## config.mk

```make
export PLATFORM = sky130hd
export DESIGN_NAME = kline_response_frame_receiver
export DESIGN_NICKNAME = d
export VERILOG_FILES = /design/src/design/krx_pkg.sv /design/src/design/krx_parse.sv /design/src/design/kline_response_frame_receiver.sv
export SDC_FILE = /design/constraint.sdc
export NUM_CORES = 1
export LEC_CHECK = 0
export ABC_AREA = 1
export BUFFER_PORTS_ARGS = -buffer_cell sky130_fd_sc_hd__buf_2
export CORE_MARGIN = 8
export CORE_UTILIZATION = 31
export CTS_CLUSTER_DIAMETER = 60
export DETAILED_ROUTE_END_ITERATION = 6
export SLEW_MARGIN = 0
export SYNTH_ARGS = -nofsm -noshare
export SYNTH_HDL_FRONTEND = slang
export SYNTH_SLANG_ARGS = --single-unit
```

## constraint.sdc

```tcl
create_clock -name clk -period 2.51 [get_ports clk]
set_input_delay 0 -clock clk [delete_from_list [all_inputs] [get_ports clk]]
set_output_delay 0 -clock clk [all_outputs]
set_load 0.01 [all_outputs]
```

## src/design/krx_pkg.sv

```systemverilog
// ----------------------------------------------------------------------------
// krx_pkg
// Shared types and constants for the K-line response frame receiver.
// ----------------------------------------------------------------------------
`default_nettype none

package krx_pkg;

  localparam logic [7:0] FMT_LONG   = 8'h80;
  localparam logic [7:0] FMT_SHORT  = 8'h81;
  localparam logic [7:0] LEN_MASK   = 8'h3f;
  localparam logic [7:0] SVC_NEG    = 8'h7f;
  localparam logic [7:0] NRC_REPEAT = 8'h21;

  localparam logic [7:0] NRC_GENERAL_REJECT = 8'h10;
  localparam logic [7:0] NRC_NOT_SUPPORTED  = 8'h11;
  localparam logic [7:0] NRC_SUBFN_INVALID  = 8'h12;
  localparam logic [7:0] NRC_COND_NOT_OK    = 8'h22;
  localparam logic [7:0] NRC_PENDING        = 8'h78;

  localparam int CNT_W = 9;
  localparam logic [CNT_W-1:0] CNT_MAX = '1;

  localparam logic [7:0] ADDR_SERVICE = 8'd0;
  localparam logic [7:0] ADDR_CODE    = 8'd2;

  typedef enum logic [1:0] {
    REPORT_NONE     = 2'd0,
    REPORT_POSITIVE = 2'd1,
    REPORT_REPEAT   = 2'd2
  } report_t;

  typedef struct packed {
    logic       kind;
    logic [7:0] rx_byte;
    logic       single_packet;
  } request_t;

  typedef struct packed {
    logic       store_valid;
    logic [7:0] store_addr;
    logic [7:0] store_data;
    logic       frame_done;
    report_t    report;
    logic       negative;
    logic       rx_disable;
  } result_t;

  function automatic logic is_negative_code(input logic [7:0] c);
    is_negative_code = (c == NRC_GENERAL_REJECT) || (c == NRC_NOT_SUPPORTED) ||
                       (c == NRC_SUBFN_INVALID)  || (c == NRC_REPEAT) ||
                       (c == NRC_COND_NOT_OK)    || (c == NRC_PENDING);
  endfunction

endpackage

`default_nettype wire

```

## src/design/krx_parse.sv

```systemverilog
// ----------------------------------------------------------------------------
// krx_parse
// Header decoder and frame state: updates the parser state for one request
// and forms its result.
// ----------------------------------------------------------------------------
`default_nettype none

module krx_parse (
  input  wire logic               clk,
  input  wire logic               rst,
  input  wire logic               advance,
  input  wire krx_pkg::request_t  req,
  output krx_pkg::result_t        res
);

  logic [krx_pkg::CNT_W-1:0] byte_count, byte_count_next;
  logic [krx_pkg::CNT_W-1:0] write_offset, write_offset_next;
  logic [7:0]                header_format, header_format_next;
  logic [7:0]                frame_length, frame_length_next;
  logic [7:0]                service_byte, service_byte_next;
  logic [7:0]                code_byte, code_byte_next;
  logic                      single_mode, single_mode_next;

  logic [krx_pkg::CNT_W-1:0] wo_inc;
  logic [krx_pkg::CNT_W-1:0] end_mark;
  logic                      emit;
  logic                      done;
  logic                      neg;

  always_comb begin
    byte_count_next    = byte_count;
    write_offset_next  = write_offset;
    header_format_next = header_format;
    frame_length_next  = frame_length;
    service_byte_next  = service_byte;
    code_byte_next     = code_byte;
    single_mode_next   = single_mode;
    wo_inc             = write_offset + 1'b1;
    end_mark           = {1'b0, frame_length} + 1'b1;
    emit               = 1'b0;
    done               = 1'b0;
    neg                = 1'b0;
    res                = '0;

    if (req.kind) begin
      byte_count_next   = '0;
      write_offset_next = '0;
      single_mode_next  = req.single_packet;
    end else begin
      write_offset_next = wo_inc;
      if (byte_count != krx_pkg::CNT_MAX) begin
        byte_count_next = byte_count + 1'b1;
      end

      priority if (byte_count == 'd0) begin
        if (req.rx_byte >= krx_pkg::FMT_SHORT) begin
          header_format_next = req.rx_byte;
          frame_length_next  = req.rx_byte & krx_pkg::LEN_MASK;
        end else if (req.rx_byte == krx_pkg::FMT_LONG) begin
          header_format_next = req.rx_byte;
          frame_length_next  = 8'hff;
        end else begin
          write_offset_next = '0;
          byte_count_next   = '0;
        end
      end else if (byte_count == 'd1 || byte_count == 'd2) begin
        if (header_format != krx_pkg::FMT_LONG) begin
          write_offset_next = '0;
        end
      end else if (byte_count == 'd3) begin
        if (header_format == krx_pkg::FMT_LONG) begin
          frame_length_next = req.rx_byte;
          write_offset_next = '0;
        end else begin
          emit = 1'b1;
        end
      end else begin
        emit = 1'b1;
      end

      if (emit) begin
        res.store_valid = 1'b1;
        res.store_addr  = write_offset[7:0];
        res.store_data  = req.rx_byte;
        if (write_offset[7:0] == krx_pkg::ADDR_SERVICE) begin
          service_byte_next = req.rx_byte;
        end
        if (write_offset[7:0] == krx_pkg::ADDR_CODE) begin
          code_byte_next = req.rx_byte;
        end
      end

      done = (byte_count >= 'd4) && (wo_inc == end_mark);
      if (done) begin
        write_offset_next = '0;
        byte_count_next   = '0;
        neg = (service_byte_next == krx_pkg::SVC_NEG) &&
              krx_pkg::is_negative_code(code_byte_next);
        res.frame_done = 1'b1;
        res.rx_disable = single_mode;
        res.negative   = neg;
        if (!neg) begin
          res.report = krx_pkg::REPORT_POSITIVE;
        end else if (code_byte_next == krx_pkg::NRC_REPEAT) begin
          res.report = krx_pkg::REPORT_REPEAT;
        end else begin
          res.report = krx_pkg::REPORT_NONE;
        end
      end
    end
  end

  always_ff @(posedge clk) begin
    if (rst) begin
      byte_count    <= '0;
      write_offset  <= '0;
      header_format <= '0;
      frame_length  <= '0;
      service_byte  <= '0;
      code_byte     <= '0;
      single_mode   <= 1'b0;
    end else if (advance) begin
      byte_count    <= byte_count_next;
      write_offset  <= write_offset_next;
      header_format <= header_format_next;
      frame_length  <= frame_length_next;
      service_byte  <= service_byte_next;
      code_byte     <= code_byte_next;
      single_mode   <= single_mode_next;
    end
  end

endmodule

`default_nettype wire

```

## src/design/kline_response_frame_receiver.sv

```systemverilog
// ----------------------------------------------------------------------------
// kline_response_frame_receiver
// KWP2000 response frame receiver: decodes the header of bytes from the
// K-line and emits payload/checksum buffer writes and frame status.
//
// channel  direction  handshake            payload
// in       request    in_valid / in_stall  kind, rx_byte, single_packet
// out      result     out_valid / out_stall store_*, frame_done, report,
//                                          negative, rx_disable
//
// One request per cycle sustained while the result is not stalled; each request
// goes through the input register, then decode into the result register.
// Reset clears the frame state and both stage valids.
// A stalled result holds the result register; the input register keeps
// accepting while it is empty.
// ----------------------------------------------------------------------------
`default_nettype none

module kline_response_frame_receiver (
  input  wire logic       clk,
  input  wire logic       rst,
  input  wire logic       in_valid,
  output logic            in_stall,
  input  wire logic       kind,
  input  wire logic [7:0] rx_byte,
  input  wire logic       single_packet,
  output logic            out_valid,
  input  wire logic       out_stall,
  output logic            store_valid,
  output logic [7:0]      store_addr,
  output logic [7:0]      store_data,
  output logic            frame_done,
  output logic [1:0]      report,
  output logic            negative,
  output logic            rx_disable
);

  logic              req_valid;
  krx_pkg::request_t req;
  krx_pkg::result_t  res_comb;
  krx_pkg::result_t  res;
  logic              advance;
  logic              out_free;

  assign out_free = !out_valid || !out_stall;
  assign advance  = req_valid && out_free;
  assign in_stall = req_valid && !out_free;

  always_ff @(posedge clk) begin
    if (rst) begin
      req_valid <= 1'b0;
    end else if (!in_stall) begin
      req_valid <= in_valid;
    end
  end

  always_ff @(posedge clk) begin
    if (in_valid && !in_stall) begin
      req.kind          <= kind;
      req.rx_byte       <= rx_byte;
      req.single_packet <= single_packet;
    end
  end

  krx_parse u_parse (
    .clk     (clk),
    .rst     (rst),
    .advance (advance),
    .req     (req),
    .res     (res_comb)
  );

  always_ff @(posedge clk) begin
    if (rst) begin
      out_valid <= 1'b0;
    end else if (out_free) begin
      out_valid <= req_valid;
    end
  end

  always_ff @(posedge clk) begin
    if (advance) begin
      res <= res_comb;
    end
  end

  assign store_valid = res.store_valid;
  assign store_addr  = res.store_addr;
  assign store_data  = res.store_data;
  assign frame_done  = res.frame_done;
  assign report      = res.report;
  assign negative    = res.negative;
  assign rx_disable  = res.rx_disable;

endmodule

`default_nettype wire
```

# After elaboration in Yosys (flattened, before gate mapping)
# Cells that the tools add are included.
# classes
order_cmp,2
bitwise,4
add_sub_neg,3
n_reduce_logical,28
n_eq_ne,18
mux,38
# op_table
operator,count
$mux 9,15
$mux 8,14
$eq 8x5->1 const B,3
$add 9x1->9 const B,2
$eq 9x2->1 const B,2
$mux 17,1
$eq 8x6->1 const B,2
$eq 8x7->1 const B,2
$eq 8x8->1 const B,2
$add 8x1->9 const B,1
$eq 9x1->1 const B,1
$eq 9x9->1,1
$ge 9x3->1 const B,1
$logic_not 9->1,1
$ne 9x9->1 const B,1
$eq 8x2->1 const B,1
$ge 8x8->1 const B,1
$logic_not 8->1,1
$ne 8x8->1 const B,1
$logic_or 1x1->1,7
$reduce_and 6->1,1
$reduce_bool 2->1,3
$logic_and 1x1->1,5
$mux 1,5
10 further kinds,19
# word_totals
output_inout_bits,24
regBits,85
inputBits,14
wordCells,113

# Depth between registers and ports, before layout
# Gate-level depths: netlist (run 1).
# logic_depth
depth_word,17
mapped_depth,16
depth_no_buf,16

# Modules after synthesis
# A second synthesis (run 1) with hierarchy kept.
# unflattened
hier_cells,549
hier_area_um2,4360.4
# modules_own_cells
mod,seq_area_each_um2,n_inst,area_per_inst_um2,cells_per_inst
krx_parse,1021.0,1,3308.2,505
kline_response_frame_receiver,1001.0,1,1052.3,44

# Worst setup path after synthesis (run 1)
# OpenSTA, ideal clock, no wires.
# synth_path
path_kind,reg2reg
from,reg u_parse.byte_count[0] (netlist bit)
to,"reg res, in the netlist report[0] (data pin)"
setup_slack_ps,496
n_path_buf,1
setup_time_ps,258
arrival_ps,1756
required_ps,2252
period_less_slack_ps,2014
stages_incl_launch_ff,14
cell_sequence,dfxtp_1 > inv_1 > ha_1 > o21ai_4 > nand3_4 > buf_6 > nand2_1 > nand2_1 > nor2_2 > inv_1 > nor2_1 > nand2_1 > nand3_2 > a21oi_1
# synth_via
elab_chain_len,15
word_cells_on_any_way,31
cone_classes,order compare (1); eq/ne (10); mux (9); bitwise (1); reduce/logical (10)
# synth_rtl
element,line_no,rtl
start: declaration,krx_parse.sv:16,"logic [krx_pkg::CNT_W-1:0] byte_count, byte_count_next;"
start signal: assignment,krx_parse.sv:123,byte_count <= byte_count_next;
$eq 9x2->1 (tied with other cells),krx_parse.sv:70,end else if (byte_count == 'd3) begin
$mux 1 / $logic_or 1x1->1 (equally long branches),"krx_parse.sv:70, krx_parse.sv:66",
$mux 1,krx_parse.sv:66,end else if (byte_count == 'd1 || byte_count == 'd2) begin
$mux 1,krx_parse.sv:55,priority if (byte_count == 'd0) begin
$mux 1,krx_parse.sv:45,if (req.kind) begin
$mux 8,krx_parse.sv:81,if (emit) begin
$mux 8,krx_parse.sv:45,
$eq 8x5->1,krx_pkg.sv:50,is_negative_code = (c == NRC_GENERAL_REJECT) || (c == NRC_NOT_SUPPORTED) ||
$logic_or 1x1->1 (2 in a row),krx_pkg.sv:50,
$logic_or 1x1->1 (2 in a row),krx_pkg.sv:51,(c == NRC_SUBFN_INVALID) || (c == NRC_REPEAT) ||
$logic_or 1x1->1,krx_pkg.sv:52,(c == NRC_COND_NOT_OK) || (c == NRC_PENDING);
$logic_and 1x1->1,krx_parse.sv:97,neg = (service_byte_next == krx_pkg::SVC_NEG) &&
$mux 2,krx_parse.sv:102,if (!neg) begin
end signal: assignment,kline_response_frame_receiver.sv:83,res <= res_comb;
end: declaration,kline_response_frame_receiver.sv:41,krx_pkg::result_t res;
# Parallel ways exist; a longest one is shown, timed or not. The select of a mux whose other input is x is not followed.
# A chain may end at the register's enable or synchronous reset.

# Worst setup path in the final report (run 1)
# Ends and elaborated chain as after synthesis.

==> results.py, run 1 <==
metrics = {
    "run_status": {
        "status": "completed",
    },
    "power": {
        "power_mw": 3.17,
        "ir_drop_mv": 0.316,
        "power_density_mw_per_mm2": 604,
        "p_leak_nw": 2.19,
    },
    "cells_and_area": {
        "final_cell_area_sq_mm": 0.00526,
        "area_growth_pct": 18.4,
        "fillers": 1452,
        "multi_input_area_sq_mm": 0.00201,
        "drive_above_1_share_pct": 14.5,
        "n_antenna_cell": 0,
        "post-route-util_pct": 37.7,
        "fin_nets": 638,
        "seqCellArea_sq_mm": 0.00202,
    },
    "die": {
        "initial_core_util_pct": 31.8,
        "ios": 38,
        "die_area_sq_mm": 0.0184,
        "rows": 43,
        "die-width_microns": 136,
        "core-area_sq_mm": 0.0139,
        "die_h_microns": 136,
    },
    "synth": {
        "synth_area_per_cell_sq_um": 7.84,
        "yosysTopAreaCell": "dfxtp_1",
        "async_reset_ff_share_pct": 0,
        "seq_area_frac_synth_pct": 45.6,
        "synthDistinctLibCells": 44,
        "syn_nets": 588,
        "ys_top_cells_by_area": "dfxtp_1 24%, edfxtp_1 22%, nand2_1 9.9%",
        "synth_cells": 566,
        "yosys_warnings": 0,
        "yosysTopAreaCellShare_pct": 23.9,
        "synth_area_sq_mm": 0.00444,
        "ys.flop_type": "dfxtp_1",
        "synth-edff-count": 32,
        "synth-seq-cells": 85,
    },
    "detailed_routing": {
        "drtPass1Iterations": 4,
        "drt-total-wl_microns": 10300,
        "ant_nets": 0,
        "drt_iter0_drc": 393,
        "viasPerCell": 4.76,
        "post_drt_wl_per_cell_microns": 12.9,
        "vias": 3811,
        "drc": 0,
    },
    "sta": {
        "fmax_ghz": 0.440,
        "drv_slew": 0,
        "hold_violations": 0,
        "tightest_slew_ns": 0.746,
        "min_period_ns": 2.27,
        "setup_tns_ns": 0,
        "fin_skew_ns": 0.00921,
        "finalCritPeriodShare_pct": 90.5,
        "finalSetupViolCount": 0,
        "rsz0062_at_grt": "false",
        "relSlewSlack_pct": 49.8,
        "whs_ns": 0.181,
    },
    "clock_tree": {
        "clockBufferDepth": 2,
        "cts_buffers": 9,
        "cts_sinks": 85,
        "cts_root_buffer": "clkbuf_16",
        "htreeDepth": 3,
        "cts.clk_slew.worst_paths_ns": 0.07,
        "cts_tree": "built",
        "cts_setup_buffers": 0,
        "clk_latency_ns": 0.35,
    },
    "critical_path": {
        "critPathMaxFanout": 13,
        "worstPathRequired_ns": 2.61,
        "arrival_ns": 2.37,
        "setup.worst_path.end_class": "register",
        "worstSetupPathType": "reg2reg",
        "cp-start-kind": "register",
    },
    "flow_run": {
        "drv_cap": 0,
    },
    "global_route": {
        "gr-total-overflow": 0,
        "antenna_found_initial": 0,
        "grt_pass1_wl_microns": 17400,
        "grt.total_usage_pct": 11.7,
        "grt_max_degree": 33,
        "grt_pass1_vias": 3579,
    },
    "hold_path": {
        "hold_path.class": "in2reg",
    },
    "placed_design": {
        "hpwl_microns": 7650,
        "port_buffers": 37,
        "place_area_sq_mm": 0.00480,
        "place_congestion": 0.865,
    },
}
## what timing repair did
item,CTS,global route
hold endpoints to repair,12,0
resized for setup,0,2
endpoints found under the setup margin,0,3
hold buffers,12,0
## state kept, by name, indices dropped and copies added, names as in the netlist
register	flops
frame_done	1
u_parse.single_mode	1
rx_disable	1
req	10
u_parse.frame_length	8
req_valid	1
report	2
u_parse.code_byte	8
store_addr	8
store_valid	1
out_valid	1
u_parse.byte_count	9
negative	1
u_parse.header_format	8
store_data	8
u_parse.service_byte	8
u_parse.write_offset	9
## synthesized netlist by cell type (all sizes together) (2+ instances only)
master  count
xor2        9
nor2       74
clkbuf     11
nor3        6
o21ai      41
ha          8
nand3      34
o211ai      2
a21oi      45
nand2     121
edfxtp     32
buf        10
xnor2       7
a31oi       2
dfxtp      53
a211oi      3
o31ai       2
inv        80
nand4      14
a311oi      4
## per-stage QoR
step,instances,setup WS (ns)
floorplan,566,0.496
global placement,772,0.281
detailed placement,772,0.230
CTS,800,0.213
global route,801,0.00859
finish,801,0.238
## area by class of cell
type                       count  area share, %
inverter                      80           5.71
sequential                    85           38.5
clock buffer                  10           4.55
tap                          180           4.29
timing repair buffer          59           7.24
multi-input combinational    381           38.3
clock inverter                 6           1.43
## cell families (layout without fill, tap and decap cells)
logic type      after synthesis  in the layout  synth area share, %
simple gates                252            253                 26.0
mux                           1              1                0.226
flops                        85             85                 45.6
compound gates              103            103                 13.3
fa+ha+maj                     8              8                 2.26
buf+inv                     101            155                 9.48
xor+xnor                     16             16                 3.16
## layer usage
metal | wire [microns] | share of wire (%) | vias to the layer above | global-route usage (%)
met5 | 0 | 0 | - | 0
met4 | 160 | 1.5 | 0 | 5.49
met3 | 570 | 5.5 | 13 | 1.93
met2 | 4760 | 46 | 94 | 18.4
met1 | 4850 | 47 | 1762 | 15.3
li1 | - | - | 1942 | -
## placed cells by master (no fill, tap or decap), types with 2 or more instances in the layout
cell / netlist / final
a211oi_1: 2 / 2
a21oi_1: 45 / 45
a311oi_1: 4 / 4
a31oi_1: 2 / 2
buf_2: 3 / 37
buf_4: 4 / 10
clkbuf_16: 0 / 9
dfxtp_1: 53 / 53
dlygate4sd3_1: 0 / 12
edfxtp_1: 32 / 32
ha_1: 8 / 8
inv_1: 79 / 79
inv_6: 0 / 3
nand2_1: 117 / 117
nand2_2: 4 / 4
nand3_1: 30 / 30
nand3_2: 2 / 2
nand3_4: 2 / 2
nand4_1: 13 / 13
nor2_1: 66 / 66
nor2_2: 6 / 6
nor2_4: 1 / 2
nor3_1: 4 / 4
o211ai_1: 2 / 2
o21ai_0: 33 / 33
o21ai_1: 6 / 6
o31ai_1: 2 / 2
xnor2_1: 7 / 7
xor2_1: 9 / 8
## where the power goes
group          internal [mW]  total, mW  switching [mW]
Sequential              1.48       1.51          0.0319
Clock                  0.816       1.40           0.589
Combinational         0.0927      0.257           0.164
## path summary, 6_finish.rpt
| kind | startpoint | to | slack (ns) | depth (start not counted) |
|---|---|---|---|---|
| worst min register to register | u_parse.single_mode | u_parse.single_mode | 0.46 | 2 |
| worst max register to register | u_parse.byte_count[0] | report[0] | 0.24 | 10 |
| worst min-delay path | rst | u_parse.byte_count[5] | 0.18 | 3 |
| worst max-delay path | u_parse.byte_count[0] | report[0] | 0.24 | 10 |
## worst max-delay path, stage by stage (launching register included)
cell and delay (ns):
dfxtp_1 0.40, inv_1 0.13, ha_1 0.25, o21ai_4 0.19, nand3_4 0.21, nor2_2 0.33, o21ai_1 0.13, nor2_1 0.11
nand2_1 0.06, nor2_2 0.14, a21oi_1 0.08
Power figures use the tool's default switching activity.
==> inputs of run 2 (changes only) <==
Settings changed: ABC_AREA 1 to default.
==> run 2 against run 1 <==
Non-clock buffer count grew 17. Clock power shrank 6%. Global-route usage shrank 0.41 points. Cell count shrank 17%. Utilization grew 1.4 points. Register-to-register slack lost 0.15 ns. Sequential power is essentially flat. Total power shrank 5.7%. Critical endpoint is now u_parse.write_offset[4]. Largest cell class unchanged. Largest power group unchanged. Highest routed layer unchanged.
==> results.py, run 2 <==
metrics = {
    "run_status": {
        "status": "completed",
    },
    "hold_path": {
        "whs_path_depth": 3,
        "min_from": "rst",
        "hold_path.class": "in2reg",
        "holdPathEnd": "u_parse.header_format[3]",
    },
    "critical_path": {
        "worstSetupPathType": "reg2reg",
        "arrival_ns": 2.64,
        "cp-start-kind": "register",
        "rr_worst_depth": 7,
        "r2r_start": "u_parse.header_format[4]",
        "reg2reg_slack_ns": 0.09,
        "r2r-end": "u_parse.write_offset[4]",
        "setup.worst_path.end_class": "register",
        "critPathMaxFanout": 9,
        "worstPathRequired_ns": 2.73,
    },
    "synth": {
        "yosysTopAreaCellShare_pct": 25.6,
        "muxShareOfSynthArea_pct": 5.70,
        "syn_nets": 439,
        "yosys_warnings": 0,
        "ys_top_cells_by_area": "dfxtp_1 26%, edfxtp_1 23%, nor2_1 5.5%",
        "synth-simple-area-share_pct": 23.6,
        "synth-seq-cells": 85,
        "synth_compound_area_share_pct": 11.1,
        "synth_cells": 417,
        "synth-edff-count": 32,
        "synth-xor-area-share_pct": 4.38,
        "synth_common_cells": "61 x nor2_1, 53 x dfxtp_1, 32 x edfxtp_1",
        "yosysTopAreaCell": "dfxtp_1",
        "ys.flop_type": "dfxtp_1",
        "synthDistinctLibCells": 64,
        "yosysMostFrequentCell": "nor2_1",
        "async_reset_ff_share_pct": 0,
        "synth_area_sq_mm": 0.00415,
        "synthAdderAreaFrac_pct": 2.41,
        "seq_area_frac_synth_pct": 48.8,
        "synth_top_family_by_area": "simple AND/OR/NAND/NOR gates",
        "synth_area_per_cell_sq_um": 9.94,
    },
    "clock_tree": {
        "cts_sinks": 85,
        "cts_buffers": 9,
        "clockBufferDepth": 2,
        "cts_root_buffer": "clkbuf_16",
        "cts_tree": "built",
        "clk_latency_ns": 0.34,
        "cts_setup_buffers": 0,
        "htreeDepth": 3,
        "cts.clk_slew.worst_paths_ns": 0.06,
    },
    "global_route": {
        "antenna_found_initial": 0,
        "gr-total-overflow": 0,
        "grt.total_usage_pct": 11.3,
        "grt_pass1_wl_microns": 16100,
        "grt_pass1_vias": 3198,
        "grt_max_degree": 36,
    },
    "detailed_routing": {
        "drc": 0,
        "drt-total-wl_microns": 9620,
        "vias": 3246,
        "ant_nets": 0,
        "post_drt_wl_per_cell_microns": 14.5,
        "viasPerCell": 4.90,
        "drt_iter0_drc": 200,
        "drtPass1Iterations": 4,
    },
    "power": {
        "intPower_mw": 2.32,
        "combPwrFrac_pct": 6.2,
        "ir_drop_mv": 0.320,
        "clkPwrFrac_pct": 43.7,
        "switching_share_pct": 22.6,
        "pwr-share-seq_pct": 50.1,
        "power_switching_mw": 0.678,
        "power_density_mw_per_mm2": 582,
        "p_leak_nw": 2.08,
        "power_mw": 2.99,
    },
    "die": {
        "ios": 38,
        "core-area_sq_mm": 0.0131,
        "initial_core_util_pct": 31.6,
        "die_h_microns": 132,
        "die_area_sq_mm": 0.0173,
        "rows": 42,
        "die-width_microns": 132,
    },
    "sta": {
        "rsz0062_at_grt": "true",
        "tightest_slew_ns": 1.26,
        "hold_violations": 0,
        "finalSetupViolCount": 0,
        "postLayoutSetupSlackWorst_ns": 0.0885,
        "whs_ns": 0.178,
        "fin_skew_ns": 0.00799,
        "fmax_ghz": 0.413,
        "finalCritPeriodShare_pct": 96.5,
        "setup_tns_ns": 0,
        "relSlewSlack_pct": 15.4,
        "min_period_ns": 2.42,
        "drv_slew": 0,
    },
    "cells_and_area": {
        "post-route-util_pct": 39.1,
        "final_cell_area_sq_mm": 0.00514,
        "fin_nets": 503,
        "largest_register": "req",
        "drive_above_1_share_pct": 22.2,
        "fillers": 1318,
        "area_growth_pct": 24.0,
        "reg_top3": "req x10, u_parse.byte_count x9, u_parse.write_offset x9",
        "layout_commonest_cell": "nor2_1",
        "largest_register_ffs": 10,
        "n_antenna_cell": 0,
        "instances_no_fill": 662,
        "final_cell_mix": "60 x nor2_1, 52 x dfxtp_1, 37 x buf_2, 32 x edfxtp_1, 24 x nand2_1",
    },
    "placed_design": {
        "place_congestion": 0.849,
        "port_buffers": 37,
        "place_inst": 633,
        "place_area_sq_mm": 0.00466,
        "dp_slack_ns": 0.0384,
        "hpwl_microns": 6950,
    },
    "flow_run": {
        "drv_cap": 0,
    },
}
## run 2: changes by cell type after synthesis, moves of 14 or more
cell | before | now
and2_1 | 1 | 15
nand2_1 | 117 | 26
a21oi_1 | 45 | 16
mux2i_1 | 1 | 21
nand3_1 | 30 | 15
o21ai_0 | 33 | 8
inv_1 | 79 | 13
## run 2: routing by layer
layer | global-route usage, % | wire [microns] | up-vias
met3 | 3.54 | 657 | 11
met4 | 3.45 | 106 | 0
li1 | - | - | 1630
met1 | 15.0 | 4730 | 1520
met5 | 0 | 0 | -
met2 | 17.2 | 4120 | 85
## run 2: cells by family (layout without fill, tap and decap cells)
kind of cell	count (synthesis)	in the layout
flops	85	85
xor+xnor	16	16
mux	23	23
compound gates	65	65
fa+ha+maj	8	8
simple gates	184	184
buf+inv	36	105
## run 2: worst max-delay path by stage
stage	startpoint	to	slack (ns)	depth (start not counted)
floorplan	u_parse.byte_count[0]	negative	0.03	9
global placement	u_parse.header_format[0]	u_parse.write_offset[6]	0.08	7
detailed placement	u_parse.write_offset[0]	u_parse.write_offset[2]	0.04	9
CTS	u_parse.write_offset[0]	u_parse.byte_count[5]	0.01	11
global route	u_parse.write_offset[0]	u_parse.byte_count[5]	-0.04	11
finish	u_parse.header_format[4]	u_parse.write_offset[4]	0.09	7
## run 2: worst max-delay path, stage by stage, from the launching register on
cell and delay (ns):
dfxtp_1 0.31, or4b_4 0.56, or3_4 0.39, a2111o_1 0.42
nand2_2 0.09, a21oi_4 0.06, and3_1 0.20, a221o_1 0.25
## run 2: cell type report
| type | count | area [sq um] | share of cell area, % |
|---|---|---|---|
| Multi-Input combinational cell | 296 | 2020 | 39.3 |
| Timing Repair Buffer | 76 | 539 | 10.5 |
| Inverter | 13 | 48.8 | 0.949 |
| Clock buffer | 10 | 229 | 4.45 |
| Clock inverter | 6 | 62.6 | 1.22 |
| Sequential cell | 85 | 2020 | 39.3 |
| Tap cell | 176 | 220 | 4.28 |
## run 2: repair_timing
item | CTS | global route
hold endpoints to repair | 12 | 0
hold buffers | 13 | 0
setup endpoints to repair | 0 | 22
gates resized for setup | 0 | 16
## run 2: power by group through the flow
stage	sequential, mW	clock (mW)	combinational [mW]
4_1_cts	1.50	1.34	0.183
5_1_grt	1.51	1.38	0.204
3_3_place_gp	1.53	0	0.164
2_1_floorplan	1.52	0	0.109
3_5_place_dp	1.53	0	0.167
6_report	1.50	1.31	0.185
==> inputs of run 3 (changes only) <==
Clock period 2.51 ns to 2.88 ns, I/O delays scaled along.
==> run 3 against run 2 <==
Clock skew shrank 0.00066 ns. Design area shrank 3.9%. Wire length shrank 1.3%. Count of clock-buffer cells in the layout grew 1. Sequential share of layout area grew 1.6 points. Critical path type unchanged.
==> results.py, run 3 (synthesis results as in run 2) <==
metrics = {
    "detailed_routing": {
        "vias": 3190,
        "post_drt_wl_per_cell_microns": 14.7,
        "ant_nets": 0,
        "drt-total-wl_microns": 9490,
        "drc": 0,
        "drt_iter0_drc": 272,
        "viasPerCell": 4.94,
        "drtPass1Iterations": 4,
    },
    "power": {
        "power_density_mw_per_mm2": 521,
        "combPwrFrac_pct": 6.0,
        "pwr-share-seq_pct": 50.9,
        "p_leak_nw": 1.98,
        "intPower_mw": 2.01,
        "switching_share_pct": 21.9,
        "ir_drop_mv": 0.325,
        "clkPwrFrac_pct": 43.1,
        "power_switching_mw": 0.564,
    },
    "clock_tree": {
        "htreeDepth": 3,
        "cts_tree": "built",
        "cts_sinks": 85,
        "clockBufferDepth": 2,
        "cts.clk_slew.worst_paths_ns": 0.06,
        "clk_latency_ns": 0.33,
        "cts_buffers": 9,
        "cts_root_buffer": "clkbuf_16",
    },
    "cells_and_area": {
        "area_growth_pct": 19.2,
        "post-route-util_pct": 37.6,
        "layout_commonest_cell": "nor2_1",
        "final_cell_mix": "61 x nor2_1, 53 x dfxtp_1, 37 x buf_2, 32 x edfxtp_1, 26 x nand2_1",
        "fin_nets": 487,
        "drive_above_1_share_pct": 17.2,
        "largest_register_ffs": 10,
        "largest_register": "req",
        "reg_top3": "req x10, u_parse.byte_count x9, u_parse.write_offset x9",
        "n_antenna_cell": 0,
    },
    "sta": {
        "finalCritPeriodShare_pct": 94.4,
        "tightest_slew_ns": 0.864,
        "rsz0062_at_grt": "false",
        "drv_slew": 0,
        "relSlewSlack_pct": 42.3,
        "setup_tns_ns": 0,
        "fin_skew_ns": 0.00733,
        "finalSetupViolCount": 0,
        "fmax_ghz": 0.368,
        "postLayoutSetupSlackWorst_ns": 0.160,
        "hold_violations": 0,
        "min_period_ns": 2.72,
    },
    "flow_run": {
        "drv_cap": 0,
    },
    "die": {
        "rows": 42,
        "die-width_microns": 132,
        "initial_core_util_pct": 31.6,
        "ios": 38,
        "core-area_sq_mm": 0.0131,
        "die_area_sq_mm": 0.0173,
        "die_h_microns": 132,
    },
    "critical_path": {
        "worstPathRequired_ns": 3.10,
        "max_stage_delay_ns": 0.43,
        "cp_cell_sequence": "ha_1 -> nand3_1 -> or2_2 -> xnor3_1 -> and4b_1 -> a21oi_2 -> buf_4 -> and3_1 -> a221o_1",
        "critical_path_buf_inv_count": 1,
        "critPathMaxFanout": 14,
        "cp-start-kind": "register",
        "critPathTopFamily": "simple AND/OR/NAND/NOR gates",
        "setup.worst_path.end_class": "register",
        "arrival_ns": 2.94,
        "critPathSlowestCell": "dfxtp_1",
        "worstSetupPathType": "reg2reg",
    },
    "placed_design": {
        "port_buffers": 37,
        "place_congestion": 0.808,
        "dp_slack_ns": 0.0870,
        "hpwl_microns": 6830,
    },
    "global_route": {
        "grt_max_degree": 37,
        "grt.total_usage_pct": 11.0,
        "antenna_found_initial": 0,
        "gr-total-overflow": 0,
        "grt_pass1_wl_microns": 15800,
        "grt_pass1_vias": 3131,
    },
    "hold_path": {
        "hold_path.class": "in2reg",
    },
    "run_status": {
        "status": "completed",
    },
}
run 3: power groups by stage:
stage	Combinational [mW]	Sequential [mW]	Clock, mW
after global placement	0.139	1.33	0
after detailed placement	0.141	1.34	0
after global routing	0.171	1.31	1.19
after floorplan	0.0944	1.32	0
final	0.155	1.31	1.11
after CTS	0.155	1.31	1.14
run 3: layout make-up:
class / instances / area (sq um)
Tap cell: 176 / 220
Clock buffer: 11 / 233
Sequential cell: 85 / 2020
Clock inverter: 5 / 52.6
Inverter: 13 / 48.8
Multi-Input combinational cell: 296 / 1970
Fill cell: 1332 / 8200
Timing Repair Buffer: 60 / 390
run 3: worst paths after layout:
path	startpoint	to	slack [ns]	depth (start not counted)
hold / removal	rst	u_parse.header_format[6]	0.18	3
setup / recovery	u_parse.write_offset[1]	u_parse.write_offset[4]	0.16	9
setup reg to reg	u_parse.write_offset[1]	u_parse.write_offset[4]	0.16	9
hold reg to reg	u_parse.single_mode	u_parse.single_mode	0.47	2
run 3: routing by layer:
metal  vias up  wire, microns  GRT usage (%)  share of wire [%]
met3         4            589           3.47                6.2
met2        76           4180           17.1                 44
met5         -              0              0                  0
met1      1512           4630           14.3                 49
li1       1598              -              -                  -
met4         0             90           3.70               0.95
run 3: stage by stage:
step / hold slack [ns] / instances / instance area, sq um / power (mW)
detailed placement: 0.178 / 615 / 4500 / 1.48
CTS: 0.173 / 644 / 4910 / 2.60
global route: 0.194 / 646 / 4940 / 2.68
global placement: 0.179 / 615 / 4500 / 1.47
finish: 0.179 / 646 / 4940 / 2.58
floorplan: 0.0989 / 417 / 4150 / 1.42
run 3: what timing repair did:
action | in CTS | in global routing
resized for setup | 0 | 3
buffers inserted | 0 | 2
hold endpoints to repair | 12 | 0
endpoints found under the setup margin | 0 | 26
hold buffers | 13 | 0
run 3: tightest hold or removal path, stage by stage:
cell and delay [ns]:
buf_2 0.10, buf_4 0.24, nor2_1 0.12
